### config.mk
export PLATFORM = sky130hd
export DESIGN_NAME = vicc_hash
export DESIGN_NICKNAME = d
export VERILOG_FILES = /design/src/rtl/vicc_pkg.sv /design/src/rtl/vicc_hash.sv
export SDC_FILE = /design/constraint.sdc
export NUM_CORES = 2
export LEC_CHECK = 0
export BUFFER_PORTS_ARGS = -buffer_cell sky130_fd_sc_hd__clkbuf_2
export CORE_MARGIN = 3
export CORE_UTILIZATION = 57
export DETAILED_ROUTE_END_ITERATION = 6
export PLACE_DENSITY = 0.74
export SYNTH_ARGS = -nofsm -noshare
export SYNTH_HDL_FRONTEND = slang
export SYNTH_SLANG_ARGS = --single-unit
### constraint.sdc
create_clock -name clk -period 12.53 [get_ports clk]
set_clock_uncertainty 0.05 [all_clocks]
set_input_delay 0.6265 -clock clk [delete_from_list [all_inputs] [get_ports clk]]
set_output_delay 0.6265 -clock clk [all_outputs]
set_load 0.02 [all_outputs]
### src/rtl/vicc_pkg.sv
// Package: shared types, constants and register indexes for the voxel index converter.
`timescale 1ns / 1ps
package vicc_pkg;

    localparam int DIM_MAX_DEF = 1024;
    localparam int DIM_W       = 11;
    localparam int COORD_W     = 10;
    localparam int HANDLE_W    = 31;
    localparam int STRIDE_W    = 22;
    localparam int VALUE_W     = 3;
    localparam int CFG_IDX_W   = 2;

    localparam logic [CFG_IDX_W-1:0] REG_DIM_X = 2'd0;
    localparam logic [CFG_IDX_W-1:0] REG_DIM_Y = 2'd1;
    localparam logic [CFG_IDX_W-1:0] REG_DIM_Z = 2'd2;

    localparam logic [31:0] HASH_PX = 32'd73856093;
    localparam logic [31:0] HASH_PY = 32'd19349663;
    localparam logic [31:0] HASH_PZ = 32'd83492791;
    localparam logic [31:0] HASH_M1 = 32'h7feb352d;
    localparam logic [31:0] HASH_M2 = 32'h846ca68b;

    typedef struct packed {
        logic                func;
        logic [COORD_W-1:0]  coord_x;
        logic [COORD_W-1:0]  coord_y;
        logic [COORD_W-1:0]  coord_z;
        logic [HANDLE_W-1:0] handle_in;
    } in_t;

    typedef struct packed {
        logic                valid_res;
        logic [HANDLE_W-1:0] handle_out;
        logic [COORD_W-1:0]  x_out;
        logic [COORD_W-1:0]  y_out;
        logic [COORD_W-1:0]  z_out;
        logic [VALUE_W-1:0]  cell_value;
    } out_t;

    // State carried along the divider chain
    typedef struct packed {
        logic                func;
        logic                ok;
        logic [HANDLE_W-1:0] handle;
        logic [COORD_W-1:0]  cx;
        logic [COORD_W-1:0]  cy;
        logic [COORD_W-1:0]  cz;
        logic [DIM_W-1:0]    dx;
        logic [HANDLE_W-1:0] rem;
        logic [STRIDE_W-1:0] dvs;
        logic [COORD_W-1:0]  quo;
        logic [COORD_W-1:0]  zq;
    } pipe_t;

endpackage

### src/rtl/vicc_hash.sv
// Module: pipelined spatial hash and output register for the cell value.
`timescale 1ns / 1ps
module vicc_hash (
    input  logic          clk,
    input  logic          rst_n,
    input  logic          en,
    input  logic          vld_in,
    input  vicc_pkg::out_t res_in,
    output logic          vld_out,
    output vicc_pkg::out_t res_out
);
    import vicc_pkg::*;

    logic [3:0]  vld_reg;
    out_t        r1_reg, r2_reg, r3_reg, r4_reg;
    out_t        r4_next;
    logic [31:0] h1_reg, h2_reg, h3_reg;
    logic [31:0] h1_next, h2_next, h3_next, h4;

    // Compute hash steps between registers
    always_comb
    begin
        h1_next = (32'(res_in.x_out) * HASH_PX) ^ (32'(res_in.y_out) * HASH_PY)
                ^ (32'(res_in.z_out) * HASH_PZ);
        h2_next = (h1_reg ^ (h1_reg >> 16)) * HASH_M1;
        h3_next = (h2_reg ^ (h2_reg >> 15)) * HASH_M2;
        h4      = h3_reg ^ (h3_reg >> 16);
        r4_next = r3_reg;
        r4_next.cell_value = r3_reg.valid_res ?
            VALUE_W'(3'd1 + {1'b0, h4[1:0]}) : '0;
    end

    // Advance valid flags
    always_ff @(posedge clk or negedge rst_n)
    begin
        if (!rst_n)
            vld_reg <= '0;
        else if (en)
            vld_reg <= {vld_reg[2:0], vld_in};
    end

    // Advance payload and hash state
    always_ff @(posedge clk)
    begin
        if (en)
        begin
            r1_reg <= res_in;
            h1_reg <= h1_next;
            r2_reg <= r1_reg;
            h2_reg <= h2_next;
            r3_reg <= r2_reg;
            h3_reg <= h3_next;
            r4_reg <= r4_next;
        end
    end

    assign vld_out = vld_reg[3];
    assign res_out = r4_reg;
endmodule

==> results.toml <==
[floorplanning]
start_util_pct = 58.3
rows = 87
die_x_um = 248
die_height_um = 248
core_area_sq_um = 57000
ios = 135
die_area_sq_um = 61300

[clock_network]
cts_sinks = 323
cts_root_buf = "clkbuf_16"
clk_latency_ns = 0.57
ctsResizeCount = 0
h-tree-depth = 2
cts_made_buffers = 37
clockBufferDepth = 3
post_cts_buffers = 0
clk_pin_slew_ns = 0.08
cts_tree = "done"
hold_buffers = 1

[place]
hpwl_mm = 64.2
gp_congestion = 0.990
io_buffers = 131

[sta]
tns_ns = 0
relSlewSlack_pct = 26.5
post-route-period-util_pct = 66.7
hold_viol_final = 0
setup_viol = 0
rsz0062_at_grt = "false"
drv_slew = 0
fmax_mhz = 120
fin_crit_ns = 8.36
tightestPinTransition_ns = 1.10

[run]
drv_cap = 0

[global_routing]
globalRouteTotalUtil_pct = 26.5
overflow = 0
grt_max_degree = 201
grt_antenna_before_repair = 0
grt_first_pass_wirelength_mm = 122
grt_pass1_vias = 21734

[synth]
yosysUniqueCellTypes = 58
yosys_warnings = 0
synth-main-ff-cell = "edfxtp_1"
synth_xor_area_share_pct = 8.10
syn_nets = 3806
ys_ff_latch = 323
synthAdderAreaFrac_pct = 46.2
synth_compound_area_share_pct = 5.63
synthMostInstantiatedCell = "inv_1"
yosys.area_share.simple_pct = 2.64
yosys-top-cells-area = "edfxtp_1 (29%), fa_1 (27%), ha_1 (19%), inv_1 (8.2%), xnor2_1 (5.6%)"
synth.area.mux_share_pct = 0.135
async_flop_share_pct = 1.24
synth_top_family_by_area = "adder cells"
synthCells = 2775
syn_area_per_cell_sq_um = 12.0
synth_top_cell_by_area = "edfxtp_1"
synth_edf_count = 319
synth_top_area_share_pct = 28.8
synth_common_cells = "inv_1 (723), ha_1 (517), fa_1 (445), edfxtp_1 (319), xnor2_1 (213)"
synth_seq_area_share_pct = 29.1
synth_area_sq_um = 33300

[route]
drt-initial-drc-count = 1191
first_pass_iters = 5
vias = 19953
drc = 0
post_drt_via_cell_ratio = 5.33
wl_per_cell_um = 20.7
antenna_left = 0
drt_wl_total_mm = 77.6

[outcome]
status = "completed"

[worst_setup_path]
path_max_fanout = 7
cp_slowest_cell = "xnor2_1"
worstSetupStartpointType = "flip-flop"
cpMostUsedCell = "fa_1"
criticalPathCategory = "reg -> reg"
end_kind = "flip-flop"
critPathMaxStageDelay_ns = 0.87
cp.required_ns = 12.78
arrival_ns = 8.61

[worst_hold_path]
holdCritPathClass = "in -> reg"

[finish]
largest_reg_flops = 65
areaGrowthSynthToFinish_pct = 9.00
diodes = 0
nets = 3989
drive_above_1_share_pct = 7.43
fill_cells = 4451
-- path summary, 6_finish.rpt --
| path | startpoint | to | slack [ns] | cells after the start |
|---|---|---|---|---|
| max | h1_reg[27] | h2_reg[31] | 4.17 | 25 |
| min | res_in[36] | r1_reg[36] | 0.18 | 1 |
| min reg2reg | r2_reg[18] | r3_reg[18] | 0.36 | 0 |
| max in group asynchronous | rst_n | vld_reg[1] | 11.93 | 2 |
| max reg2reg | h1_reg[27] | h2_reg[31] | 4.17 | 25 |
| min in group asynchronous | rst_n | vld_reg[3] | 0.37 | 2 |
-- cell type report --
type | instances | area (sq um) | area share (%)
Clock buffer | 45 | 966 | 2.66
Clock inverter | 22 | 292 | 0.804
Inverter | 723 | 2710 | 7.49
Multi-Input combinational cell | 1728 | 20900 | 57.6
Sequential cell | 323 | 9680 | 26.7
Tap cell | 756 | 946 | 2.61
Timing Repair Buffer | 145 | 786 | 2.17
-- per-stage QoR --
step	instance area (sq um)	cells	setup WS (ns)	hold WS [ns]	util, %
finish	36300	3742	4.17	0.181	63.6
global route	36300	3742	3.82	0.157	63.6
CTS	36300	3742	4.23	0.150	63.6
detailed placement	35000	3674	4.24	0.355	61.3
global placement	35000	3674	4.24	0.350	61.3
floorplan	33300	2775	5.34	0.281	-
-- layer usage --
layer	up-vias	GRT usage [%]	part of all wire [%]	routed length (um)
met5	-	0	0	0
met4	0	7.26	2.8	2190
met3	116	3.26	4.5	3460
met2	470	43.2	47	36600
met1	10068	37.8	46	35300
li1	9299	-	-	-
-- worst max-delay path, delay by kind of cell (launching register included) --
family          cells  cell delay (ns)
fa+ha+maj           9             4.21
compound gates      9             1.77
xor+xnor            2             0.97
buf+inv             5             0.58
flops               1             0.50
-- cells by family after synthesis --
kind of cell | count (synthesis)
adder cells (fa/ha/maj) | 962
buffers and inverters | 724
flip-flops | 323
XOR/XNOR | 306
AO/OA/AOI/OAI | 273
AND/OR/NAND/NOR | 183
multiplexers | 4
-- cells in the final DEF (no fill, tap or decap), types with 5 or more instances in the layout --
master | netlist | routed
inv_1 | 723 | 723
ha_1 | 517 | 517
fa_1 | 445 | 445
edfxtp_1 | 319 | 319
xnor2_1 | 213 | 213
clkbuf_2 | 0 | 130
xor2_1 | 92 | 91
a21oi_1 | 81 | 81
a21o_1 | 74 | 74
nand2_1 | 51 | 51
nor2_1 | 46 | 46
clkbuf_16 | 0 | 37
o21ai_0 | 23 | 23
nand3_1 | 17 | 17
o21bai_1 | 16 | 16
nor3_1 | 14 | 14
buf_4 | 0 | 12
nand2b_1 | 11 | 11
and2_1 | 10 | 10
o21a_1 | 10 | 10
a31oi_1 | 9 | 9
o21ai_1 | 9 | 9
and3_1 | 7 | 7
clkbuf_1 | 1 | 7
nand4_1 | 6 | 6
o211ai_1 | 6 | 6
nor2b_1 | 5 | 5
or2_2 | 5 | 5
a211oi_1 | 5 | 5
bufinv_16 | 0 | 5
clkinv_1 | 0 | 5
clkinv_2 | 0 | 5
Power is not shown: default switching activity piles up to over one toggle a cycle in this logic, so the estimate is an artifact.
