## config.mk

```make
export PLATFORM = sky130hd
export DESIGN_NAME = vicc_div_cell
export DESIGN_NICKNAME = d
export VERILOG_FILES = /design/src/rtl/vicc_pkg.sv /design/src/rtl/vicc_div_cell.sv
export SDC_FILE = /design/constraint.sdc
export NUM_CORES = 1
export LEC_CHECK = 0
export ABC_AREA = 0
export BUFFER_PORTS_ARGS = -buffer_cell sky130_fd_sc_hd__clkbuf_2
export CAP_MARGIN = 20
export CORE_MARGIN = 2
export CORE_UTILIZATION = 39
export CTS_BUF_LIST = sky130_fd_sc_hd__clkbuf_16
export CTS_CLUSTER_DIAMETER = 80
export DETAILED_ROUTE_END_ITERATION = 7
export PLACE_DENSITY = 0.8
export SLEW_MARGIN = 20
export SYNTH_ARGS = -nofsm -noshare
export SYNTH_HDL_FRONTEND = slang
export SYNTH_SLANG_ARGS = --single-unit
export TNS_END_PERCENT = 100
```

## constraint.sdc

```tcl
create_clock -name clk -period 1 [get_ports clk]
set_input_delay 0.2 -clock clk [delete_from_list [all_inputs] [get_ports clk]]
set_output_delay 0.2 -clock clk [all_outputs]
set_load 0.005 [all_outputs]
```

## src/rtl/vicc_pkg.sv

```systemverilog
// Package: shared types, constants and register indexes for the voxel index converter.
`timescale 1ns / 1ps
package vicc_pkg;

    localparam int DIM_MAX_DEF = 1024;
    localparam int DIM_W       = 11;
    localparam int COORD_W     = 10;
    localparam int HANDLE_W    = 31;
    localparam int STRIDE_W    = 22;
    localparam int VALUE_W     = 3;
    localparam int CFG_IDX_W   = 2;

    localparam logic [CFG_IDX_W-1:0] REG_DIM_X = 2'd0;
    localparam logic [CFG_IDX_W-1:0] REG_DIM_Y = 2'd1;
    localparam logic [CFG_IDX_W-1:0] REG_DIM_Z = 2'd2;

    localparam logic [31:0] HASH_PX = 32'd73856093;
    localparam logic [31:0] HASH_PY = 32'd19349663;
    localparam logic [31:0] HASH_PZ = 32'd83492791;
    localparam logic [31:0] HASH_M1 = 32'h7feb352d;
    localparam logic [31:0] HASH_M2 = 32'h846ca68b;

    typedef struct packed {
        logic                func;
        logic [COORD_W-1:0]  coord_x;
        logic [COORD_W-1:0]  coord_y;
        logic [COORD_W-1:0]  coord_z;
        logic [HANDLE_W-1:0] handle_in;
    } in_t;

    typedef struct packed {
        logic                valid_res;
        logic [HANDLE_W-1:0] handle_out;
        logic [COORD_W-1:0]  x_out;
        logic [COORD_W-1:0]  y_out;
        logic [COORD_W-1:0]  z_out;
        logic [VALUE_W-1:0]  cell_value;
    } out_t;

    // State carried along the divider chain
    typedef struct packed {
        logic                func;
        logic                ok;
        logic [HANDLE_W-1:0] handle;
        logic [COORD_W-1:0]  cx;
        logic [COORD_W-1:0]  cy;
        logic [COORD_W-1:0]  cz;
        logic [DIM_W-1:0]    dx;
        logic [HANDLE_W-1:0] rem;
        logic [STRIDE_W-1:0] dvs;
        logic [COORD_W-1:0]  quo;
        logic [COORD_W-1:0]  zq;
    } pipe_t;

endpackage

```

## src/rtl/vicc_div_cell.sv

```systemverilog
// Module: one restoring-division cell, resolves one quotient bit per stage.
`timescale 1ns / 1ps
module vicc_div_cell #(
    parameter int SHIFT = 0
) (
    input  logic           clk,
    input  logic           rst_n,
    input  logic           en,
    input  logic           vld_in,
    input  vicc_pkg::pipe_t d_in,
    output logic           vld_out,
    output vicc_pkg::pipe_t d_out
);
    import vicc_pkg::*;

    logic        vld_reg;
    pipe_t       d_reg;
    pipe_t       d_next;
    logic [32:0] sh;
    logic [32:0] diff;

    // Trial subtract of the shifted divisor
    always_comb
    begin
        sh     = 33'(d_in.dvs) << SHIFT;
        diff   = {2'b00, d_in.rem} - sh;
        d_next = d_in;
        if (!diff[32])
        begin
            d_next.rem = diff[HANDLE_W-1:0];
            d_next.quo = {d_in.quo[COORD_W-2:0], 1'b1};
        end
        else
        begin
            d_next.quo = {d_in.quo[COORD_W-2:0], 1'b0};
        end
    end

    // Advance valid flag
    always_ff @(posedge clk or negedge rst_n)
    begin
        if (!rst_n)
            vld_reg <= 1'b0;
        else if (en)
            vld_reg <= vld_in;
    end

    // Advance payload
    always_ff @(posedge clk)
    begin
        if (en)
            d_reg <= d_next;
    end

    assign vld_out = vld_reg;
    assign d_out   = d_reg;
endmodule

```

==> results.py, run 1 <==
metrics = {
    "run_status": {
        "status": "finished, violations left",
        "violations": "negative setup slack",
    },
    "global_route": {
        "grt_antenna_before_repair": 3,
        "global_route_wire_length_before_repair_um": 34800,
        "grt_max_degree": 54,
        "global_route.overflow_total": 0,
        "first_global_vias": 6216,
        "global_route.usage.total": 0.265,
    },
    "drt": {
        "avgViaCountPerCell": 4.85,
        "detailroute.wirelength.met3_um": 1590,
        "wl_per_cell_um": 19.0,
        "m1WireLength_um": 8160,
        "vias": 5873,
        "top_layer_used": "met5",
        "drtAntennaViolNets": 0,
        "drt_pre_antenna_iters": 5,
        "detail_route.iter0.violations": 369,
        "detail_route.wirelength_um": 23000,
        "post-route-drc-count": 0,
        "wl_met2_um": 12100,
    },
    "yosys": {
        "netlist_top_cells_count": "sky130_fd_sc_hd__edfxtp_1, sky130_fd_sc_hd__nand2_1, sky130_fd_sc_hd__inv_1, sky130_fd_sc_hd__o21ai_0, sky130_fd_sc_hd__a21oi_1",
        "post_synth_main_area_contributors": "sky130_fd_sc_hd__edfxtp_1, sky130_fd_sc_hd__ha_1, sky130_fd_sc_hd__o21ai_0",
        "ys.warnings.count": 0,
        "ys_ff_latch": 148,
        "synth.most_common_cell": "sky130_fd_sc_hd__edfxtp_1",
        "ys_seq_area_frac": 0.703,
        "postSynth.asyncResetShare": 0.00676,
        "synth_top_area_cell": "sky130_fd_sc_hd__edfxtp_1",
        "synthCells": 440,
        "syn_area_per_cell_sq_um": 14.4,
        "synth-main-ff-cell": "sky130_fd_sc_hd__edfxtp_1",
        "synth_enable_flop_cells": 147,
        "synth.cell_area_sq_um": 6320,
        "mappedNetlistNets": 614,
        "post-synth-top-area-fraction": 0.699,
        "number_of_distinct_library_cells_after_synthesis": 52,
    },
    "flow_run": {
        "max_cap_viols": 0,
    },
    "sta": {
        "layout_min_cycle_time_ns": 2.34,
        "hold_violations": 0,
        "worstMarginPinSlew_ns": 0.449,
        "fmax_mhz": 427,
        "final_worst_path_setup_slack_ns": -1.34,
        "final_min_period_over_clock_period": 2.34,
        "slew_viol_final": 0,
        "fin_skew_ns": 0,
        "setup_violations": 180,
        "max_slew_margin": 0.697,
        "unrepaired_setup_endpoints_after_global_routing": "true",
    },
    "finish": {
        "fill_cell_instance_count_of_the_final_layout": 1103,
        "flow.area_growth_from_synthesis_pct": 76.2,
        "final_cell_count_no_fill": 1210,
        "final_nets": 1153,
        "drive_gt1_frac": 0.511,
    },
    "placement": {
        "port_buffers": 297,
        "dp.final_hpwl_um": 15300,
        "globalplace.congestion": 0.861,
        "placed_cells": 1055,
    },
    "power": {
        "power_per_cell_area_nw_per_um2": 1550,
        "total_leakage_power_nw": 4.92,
        "ir_drop_v": 0.00126,
        "report.power.total_w": 0.0173,
    },
    "cts": {
        "cts-buffers-inserted": 17,
        "clock_path_buffers": 2,
        "clock_transition_time_at_the_flip_flop_clock_pins_of_the_worst_setup_and_hold_paths_ns": 0.07,
        "cts_root_buf": "sky130_fd_sc_hd__clkbuf_16",
        "htree_num_levels": 4,
        "clock_latency_ns": 0.42,
        "cts_tree": "built",
        "cts_num_sinks": 148,
    },
    "floorplanning": {
        "core.rowCount": 46,
        "design.die.area_sq_um": 17200,
        "die_width_um": 131,
        "core_sq_um": 15900,
        "die_h_um": 131,
        "initial_core_util": 0.398,
        "io_pins": 299,
    },
    "worst_setup_path": {
        "critPathArrivalTime_ns": 2.51,
        "startpoint_type": "input port",
        "setup.worst_path.class": "in -> reg",
        "critPathMaxFanout": 5,
        "critical_path.top_delay_family": "simple AND/OR/NAND/NOR gates",
        "crit_path_cells": "buf_6, or4_4, or4_4, or4_4, nor3_2, or2_4, inv_6, mux2_4",
        "setup.worst_path.end_class": "register",
        "cp_data_required_time_ns": 1.16,
        "worst_path_most_repeated_cell": "sky130_fd_sc_hd__or4_4",
        "cp_slowest_stage_delay_ns": 0.55,
        "cp.buffers_inverters": 2,
        "timing.critical_path.slowest_stage_cell": "sky130_fd_sc_hd__or4_4",
    },
    "worst_hold_path": {
        "worst_min_delay_path_category": "in -> reg",
    },
}
[logic make-up (layout without fill, tap and decap cells)]
| logic type | after synthesis | in the layout | synth area share |
|---|---|---|---|
| compound gates | 98 | 98 | 0.0982 |
| xor+xnor | 26 | 26 | 0.0360 |
| fa+ha+maj | 23 | 23 | 0.0467 |
| buf+inv | 40 | 592 | 0.0269 |
| flops | 148 | 148 | 0.703 |
| mux | 2 | 2 | 0.00356 |
| other cells | 0 | 2 | 0 |
| simple gates | 103 | 103 | 0.0858 |
[layer usage]
layer	vias up	GRT usage
li1	2755	-
met1	2779	0.280
met2	271	0.476
met3	66	0.0775
met4	2	0.141
met5	-	0
[path summary, 6_finish.rpt]
check | startpoint | endpoint | slack [ns] | depth (start not counted)
max | d_in[70] | d_out[59] | -1.34 | 8
min | vld_in | vld_out | 0.04 | 2
max reg2reg | vld_out | vld_out | 0.11 | 2
min reg2reg | vld_out | vld_out | 0.63 | 2
max in group asynchronous | rst_n | vld_out | 0.80 | 2
min in group asynchronous | rst_n | vld_out | 0.11 | 2
[power breakdown]
part           switching (W)  leakage [nW]  internal, W  total [W]
sequential          0.000200          1.45      0.00750    0.00770
clock                0.00287         0.276      0.00330    0.00616
combinational        0.00156          3.20      0.00184    0.00340
total                0.00463          4.92       0.0126     0.0173
[stage by stage]
step | utilization | worst slack (ns) | area, sq um | TNS [ns] | hold slack, ns
after global routing | 0.701 | -1.38 | 11100 | -64.11 | 0.00751
after global placement | 0.579 | -1.88 | 9200 | -57.24 | -0.0250
after CTS | 0.691 | -1.37 | 11000 | -60.46 | 0.000898
after floorplan | - | -1.70 | 6590 | -49.61 | -0.0956
final | 0.701 | -1.34 | 11100 | -56.89 | 0.0377
after detailed placement | 0.579 | -1.96 | 9200 | -59.03 | -0.0230
[timing repair]
action / CTS / global route
endpoints found under the hold margin: 113 / 0
gates resized for setup: 13 / 39
setup buffers: 4 / 3
gates cloned: 1 / 0
setup endpoints to repair: 180 / 180
hold buffers: 113 / 0
pin swaps: 3 / 7
[flip-flops by register name (all words and copies together), names as in the netlist]
name	flops
d_out	147
vld_out	1
[final cells by class]
class,instances,area (sq um),share of cell area
sequential,148,4440,0.399
timing repair buffer,531,3670,0.329
multi-input combinational,252,2060,0.185
clock buffer,17,425,0.0382
tap,216,270,0.0243
clock inverter,15,141,0.0127
inverter,28,118,0.0106
antenna,2,5.00,0.000450
timing repair inverter,1,3.75,0.000337
[layout by cell type (no fill, tap or decap), types with 3 or more instances in the layout]
master / Yosys / routed
sky130_fd_sc_hd__clkbuf_2: 0 / 290
sky130_fd_sc_hd__edfxtp_1: 147 / 147
sky130_fd_sc_hd__dlygate4sd3_1: 0 / 113
sky130_fd_sc_hd__buf_4: 0 / 111
sky130_fd_sc_hd__nand2_1: 33 / 33
sky130_fd_sc_hd__inv_1: 27 / 22
sky130_fd_sc_hd__a21oi_1: 24 / 22
sky130_fd_sc_hd__clkbuf_16: 0 / 17
sky130_fd_sc_hd__ha_4: 0 / 15
sky130_fd_sc_hd__a21o_1: 14 / 14
sky130_fd_sc_hd__o21ai_0: 27 / 14
sky130_fd_sc_hd__nor2_1: 18 / 13
sky130_fd_sc_hd__xor2_1: 12 / 12
sky130_fd_sc_hd__xnor2_1: 14 / 11
sky130_fd_sc_hd__o21ai_1: 0 / 11
sky130_fd_sc_hd__buf_12: 0 / 8
sky130_fd_sc_hd__ha_1: 22 / 7
sky130_fd_sc_hd__inv_2: 0 / 5
sky130_fd_sc_hd__inv_6: 0 / 5
sky130_fd_sc_hd__nor3_1: 7 / 5
sky130_fd_sc_hd__nand4_1: 5 / 5
sky130_fd_sc_hd__nand2b_1: 5 / 5
sky130_fd_sc_hd__o211ai_1: 5 / 5
sky130_fd_sc_hd__clkinv_4: 0 / 4
sky130_fd_sc_hd__inv_8: 0 / 4
sky130_fd_sc_hd__buf_6: 2 / 4
sky130_fd_sc_hd__or4_4: 0 / 3
sky130_fd_sc_hd__nor2b_1: 4 / 3
sky130_fd_sc_hd__nor2_4: 0 / 3
sky130_fd_sc_hd__or2_4: 0 / 3
sky130_fd_sc_hd__nor3_2: 1 / 3
sky130_fd_sc_hd__and3_1: 3 / 3
sky130_fd_sc_hd__nand3_1: 3 / 3
sky130_fd_sc_hd__a31oi_1: 4 / 3
sky130_fd_sc_hd__or3_1: 4 / 3
sky130_fd_sc_hd__xnor2_2: 0 / 3
sky130_fd_sc_hd__o31a_1: 3 / 3
sky130_fd_sc_hd__a211oi_1: 4 / 3
sky130_fd_sc_hd__o31ai_1: 3 / 3
sky130_fd_sc_hd__buf_2: 2 / 3
(Power assumes the default switching activity.)
==> run 2: changes to the inputs <==
BUFFER_PORTS_ARGS = unset   (was -buffer_cell sky130_fd_sc_hd__clkbuf_2)
CORE_MARGIN = unset   (was 2)
DONT_BUFFER_PORTS = 1   (was unset)
PLACE_DENSITY = 0.64   (was 0.8)
==> run 2 against run 1 <==
The flow finishes with violations (negative hold slack, negative setup slack). Non-clock buffer count is 289 lower. Die area is 3.0% lower. Count of clock-buffer cells in the layout unchanged. Cell area shrank 13%. Critical endpoint unchanged. Largest cell class unchanged. Largest power group unchanged.
==> results.py, run 2 (same netlist as run 1, synthesis figures left out) <==
metrics = {
    "finish": {
        "drive_gt1_frac": 0.261,
        "stdcell_area_sq_um": 9650,
        "insertedDiodeCount": 0,
        "mostFrequentLayoutCells": "sky130_fd_sc_hd__edfxtp_1, sky130_fd_sc_hd__dlygate4sd3_1, sky130_fd_sc_hd__buf_4",
        "final_nets": 863,
        "number_of_flip_flops_under_the_largest_register_name": 147,
        "flow.area_growth_from_synthesis_pct": 52.7,
        "final_cell_count_no_fill": 918,
    },
    "cts": {
        "clock_transition_time_at_the_flip_flop_clock_pins_of_the_worst_setup_and_hold_paths_ns": 0.07,
        "clock_latency_ns": 0.42,
        "cts_num_sinks": 148,
        "cts_root_buf": "sky130_fd_sc_hd__clkbuf_16",
        "cts-buffers-inserted": 17,
        "htree_num_levels": 4,
        "clock_path_buffers": 2,
        "cts_tree": "built",
    },
    "global_route": {
        "grt_antenna_before_repair": 0,
        "grt_max_degree": 149,
        "global_route_wire_length_before_repair_um": 26800,
        "first_global_vias": 4769,
        "global_route.overflow_total": 0,
        "global_route.usage.total": 0.222,
    },
    "sta": {
        "final_min_period_over_clock_period": 2.24,
        "final_worst_path_setup_slack_ns": -1.24,
        "hold_slack_ns": -0.110,
        "fin_skew_ns": 0,
        "final.setup.tns_ns": -40.23,
        "slew_viol_final": 0,
        "layout_min_cycle_time_ns": 2.24,
        "unrepaired_setup_endpoints_after_global_routing": "true",
        "max_slew_margin": 0.709,
        "setup_violations": 173,
        "worstMarginPinSlew_ns": 0.426,
        "fmax_mhz": 445,
        "hold_violations": 13,
    },
    "worst_setup_path": {
        "crit-reg2reg-capture": "vld_out",
        "setup.worst_path.class": "in -> reg",
        "regToRegStartpoint": "vld_out",
        "setup.worst_path.end": "d_out[59]",
        "setup.worst_path.start": "d_in[70]",
        "critPathMaxFanout": 10,
        "startpoint_type": "input port",
        "r2r_setup_slack_ns": 0.20,
        "timing.reg2reg.worst_path_depth": 1,
        "setup.worst_path.end_class": "register",
        "cp_data_required_time_ns": 1.18,
        "critPathArrivalTime_ns": 2.42,
    },
    "placement": {
        "placed_cells": 732,
        "preCtsSetupSlack_ns": -1.93,
        "globalplace.congestion": 0.879,
        "dp.final_hpwl_um": 12400,
        "port_buffers": 0,
        "detailed_place.area_sq_um": 7420,
    },
    "power": {
        "ir_drop_v": 0.00109,
        "power_per_cell_area_nw_per_um2": 1710,
        "total_leakage_power_nw": 3.68,
    },
    "drt": {
        "detail_route.iter0.violations": 303,
        "avgViaCountPerCell": 5.02,
        "drtAntennaViolNets": 0,
        "wl_per_cell_um": 20.6,
        "drt_pre_antenna_iters": 4,
        "vias": 4606,
        "post-route-drc-count": 0,
        "detail_route.wirelength_um": 18900,
    },
    "run_status": {
        "violations": "negative hold slack, negative setup slack",
        "status": "finished, violations left",
    },
    "floorplanning": {
        "die_h_um": 129,
        "die_width_um": 129,
        "io_pins": 299,
        "core_sq_um": 15800,
        "design.die.area_sq_um": 16700,
        "core.rowCount": 46,
        "initial_core_util": 0.399,
    },
    "flow_run": {
        "max_cap_viols": 0,
    },
    "worst_hold_path": {
        "worst_min_delay_path_category": "in -> reg",
    },
}
run 2: worst max-delay path, cell delays in order:
cell	delay, ns
sky130_fd_sc_hd__or4_4	0.51
sky130_fd_sc_hd__or4_4	0.55
sky130_fd_sc_hd__or4_4	0.49
sky130_fd_sc_hd__nor3_2	0.11
sky130_fd_sc_hd__or2_4	0.20
sky130_fd_sc_hd__inv_8	0.06
sky130_fd_sc_hd__mux2_4	0.29
run 2: layout make-up:
type	instances	area (sq um)
fillers	1211	6180
flip-flops and latches	148	4440
repair buffers	242	2220
multi-input cells	252	2000
clock buffers	17	425
well taps	216	270
clock inverters	15	166
inverters	28	125
run 2: metal layers:
metal  track usage  vias up  share of wire
met5             0        -              0
met4        0.0913        0          0.025
met3        0.0723       30          0.068
met2         0.415      189           0.54
met1         0.226     2226           0.37
li1              -     2161              -
run 2: what timing repair did:
action,in CTS,in global routing
setup endpoints to repair,180,180
setup buffers,4,3
pin swaps,10,16
hold buffers,146,1
endpoints found under the hold margin,292,149
gates resized for setup,11,39
run 2: how the worst min path moves through the flow:
stage	cells past startpoint	end	slack [ns]	from
global placement	0	vld_out	-0.1	rst_n
CTS	0	d_out[66]	-0.12	en
global route	0	d_out[66]	-0.13	en
floorplan	0	vld_out	-0.1	rst_n
detailed placement	0	vld_out	-0.1	rst_n
finish	0	d_out[66]	-0.11	en
run 2: metrics by stage:
| step | utilization | total power, W |
|---|---|---|
| 2_1_floorplan | - | 0.00882 |
| 6_report | 0.610 | 0.0165 |
| 5_1_grt | 0.610 | 0.0171 |
| 3_3_place_gp | 0.469 | 0.00956 |
| 3_5_place_dp | 0.469 | 0.00960 |
| 4_1_cts | 0.602 | 0.0165 |
run 2: power by group:
group,switching (W),internal (W),total (W)
sequential,0.000375,0.00753,0.00791
clock,0.00269,0.00375,0.00644
combinational,0.000892,0.00127,0.00217
total,0.00396,0.0125,0.0165
==> run 3: changes to the inputs <==
CTS_BUF_LIST = sky130_fd_sc_hd__clkbuf_4 sky130_fd_sc_hd__clkbuf_8   (was sky130_fd_sc_hd__clkbuf_16)
==> run 3 against run 2 <==
The run still ends with negative hold slack, negative setup slack left. Sequential share of layout area increased by 1.0 points. Register-to-register slack about the same. Combinational power about the same. Critical path type unchanged. Critical endpoint unchanged. Highest routed layer unchanged.
==> results.py, run 3 (same netlist as run 1, synthesis figures left out) <==
metrics = {
    "global_route": {
        "first_global_vias": 4774,
        "grt_antenna_before_repair": 0,
        "global_route_wire_length_before_repair_um": 26900,
        "grt_max_degree": 149,
        "global_route.usage.total": 0.222,
        "global_route.overflow_total": 0,
    },
    "worst_setup_path": {
        "critPathArrivalTime_ns": 2.42,
        "startpoint_type": "input port",
        "cp_data_required_time_ns": 1.21,
        "setup.worst_path.class": "in -> reg",
        "setup.worst_path.end_class": "register",
        "critPathMaxFanout": 10,
    },
    "power": {
        "share_seq_of_total_power": 0.532,
        "total_leakage_power_nw": 3.58,
        "switching_share": 0.252,
        "report.power.total_w": 0.0149,
        "switching_power_w": 0.00374,
        "ir_drop_v": 0.000735,
        "internal_power_consumption_w": 0.0111,
        "power_per_cell_area_nw_per_um2": 1570,
        "p_comb_frac": 0.145,
        "clockPowerShare": 0.323,
    },
    "sta": {
        "fmax_mhz": 453,
        "final_worst_path_setup_slack_ns": -1.21,
        "setup_violations": 180,
        "slew_viol_final": 0,
        "fin_skew_ns": 0,
        "worstMarginPinSlew_ns": 0.469,
        "max_slew_margin": 0.687,
        "final_min_period_over_clock_period": 2.21,
        "hold_slack_ns": -0.138,
        "layout_min_cycle_time_ns": 2.21,
        "hold_violations": 13,
        "unrepaired_setup_endpoints_after_global_routing": "true",
    },
    "cts": {
        "cts_hold_repair.buffers": 148,
        "cts_num_sinks": 148,
        "cts_tree": "built",
        "htree_num_levels": 4,
        "clock_latency_ns": 0.45,
        "clock_path_buffers": 2,
        "clock_transition_time_at_the_flip_flop_clock_pins_of_the_worst_setup_and_hold_paths_ns": 0.09,
        "cts-buffers-inserted": 17,
        "cts_root_buf": "sky130_fd_sc_hd__clkbuf_8",
    },
    "placement": {
        "port_buffers": 0,
        "dp.final_hpwl_um": 12400,
        "globalplace.congestion": 0.879,
    },
    "drt": {
        "detail_route.wirelength_um": 18900,
        "drtAntennaViolNets": 0,
        "vias": 4580,
        "avgViaCountPerCell": 5.00,
        "detail_route.iter0.violations": 218,
        "post-route-drc-count": 0,
        "drt_pre_antenna_iters": 4,
        "wl_per_cell_um": 20.6,
    },
    "finish": {
        "commonest_non_fill_non_tap_cell_in_the_layout": "sky130_fd_sc_hd__dlygate4sd3_1",
        "multiInputGateArea_sq_um": 2000,
        "final_nets": 861,
        "mostFrequentLayoutCells": "sky130_fd_sc_hd__dlygate4sd3_1, sky130_fd_sc_hd__edfxtp_1, sky130_fd_sc_hd__buf_4",
        "finish.utilization": 0.596,
        "flow.area_growth_from_synthesis_pct": 49.4,
        "drive_gt1_frac": 0.254,
        "insertedDiodeCount": 0,
        "fill_cell_instance_count_of_the_final_layout": 1240,
        "ff_latch_area_sq_um": 4440,
        "number_of_flip_flops_under_the_largest_register_name": 147,
    },
    "floorplanning": {
        "die_h_um": 129,
        "design.die.area_sq_um": 16700,
        "initial_core_util": 0.399,
        "core_sq_um": 15800,
        "die_width_um": 129,
        "io_pins": 299,
        "core.rowCount": 46,
    },
    "flow_run": {
        "max_cap_viols": 0,
    },
    "run_status": {
        "violations": "negative hold slack, negative setup slack",
        "status": "finished, violations left",
    },
    "worst_hold_path": {
        "worst_min_delay_path_category": "in -> reg",
    },
}
-- run 3: through the flow --
| step | hold slack [ns] | instance area [sq um] | cells | TNS [ns] | worst slack [ns] |
|---|---|---|---|---|---|
| detailed placement | -0.0956 | 7420 | 732 | -56.70 | -1.93 |
| global route | -0.166 | 9440 | 916 | -50.60 | -1.23 |
| floorplan | -0.0956 | 6590 | 440 | -49.61 | -1.70 |
| CTS | -0.168 | 9370 | 916 | -49.54 | -1.22 |
| global placement | -0.0956 | 7420 | 732 | -55.74 | -1.85 |
| finish | -0.138 | 9440 | 916 | -44.10 | -1.21 |
-- run 3: final timing paths --
check	from	to	slack, ns	cells after the start
max in group asynchronous	rst_n	vld_out	0.35	2
hold reg to reg	vld_out	vld_out	0.60	1
setup / recovery	d_in[70]	d_out[59]	-1.21	7
min in group asynchronous	rst_n	vld_out	0.54	2
setup reg to reg	vld_out	vld_out	0.19	1
hold / removal	en	d_out[66]	-0.14	0
-- run 3: layout make-up --
cell class,instances,area share
sequential,148,0.470
timing repair buffer,240,0.234
multi-input combinational,252,0.211
tap,216,0.0286
clock buffer,18,0.0256
clock inverter,14,0.0172
inverter,28,0.0130
-- run 3: power by group through the flow --
stage	combinational, W	clock (W)	sequential (W)
floorplan	0.000963	0	0.00786
global placement	0.00153	0	0.00803
detailed placement	0.00156	0	0.00804
CTS	0.00208	0.00488	0.00790
global route	0.00236	0.00510	0.00794
finish	0.00216	0.00479	0.00790
-- run 3: what timing repair did --
action                                  4_1_cts  5_1_grt
cloned                                        0        0
resized for setup                            11       36
endpoints found under the hold margin       294      148
buffers inserted                              4        0
endpoints found under the setup margin      180      180
pin swaps                                    10       14
-- run 3: layer usage --
metal | GRT usage | vias up | share of wire
li1 | - | 2154 | -
met1 | 0.229 | 2204 | 0.37
met2 | 0.410 | 188 | 0.53
met3 | 0.0632 | 34 | 0.068
met4 | 0.113 | 0 | 0.036
met5 | 0 | - | 0
-- run 3: critical path: stages --
cell and delay (ns):
sky130_fd_sc_hd__or4_4 0.51, sky130_fd_sc_hd__or4_4 0.55, sky130_fd_sc_hd__or4_4 0.49, sky130_fd_sc_hd__nor3_2 0.11
sky130_fd_sc_hd__or2_4 0.19, sky130_fd_sc_hd__inv_6 0.07, sky130_fd_sc_hd__mux2_4 0.29
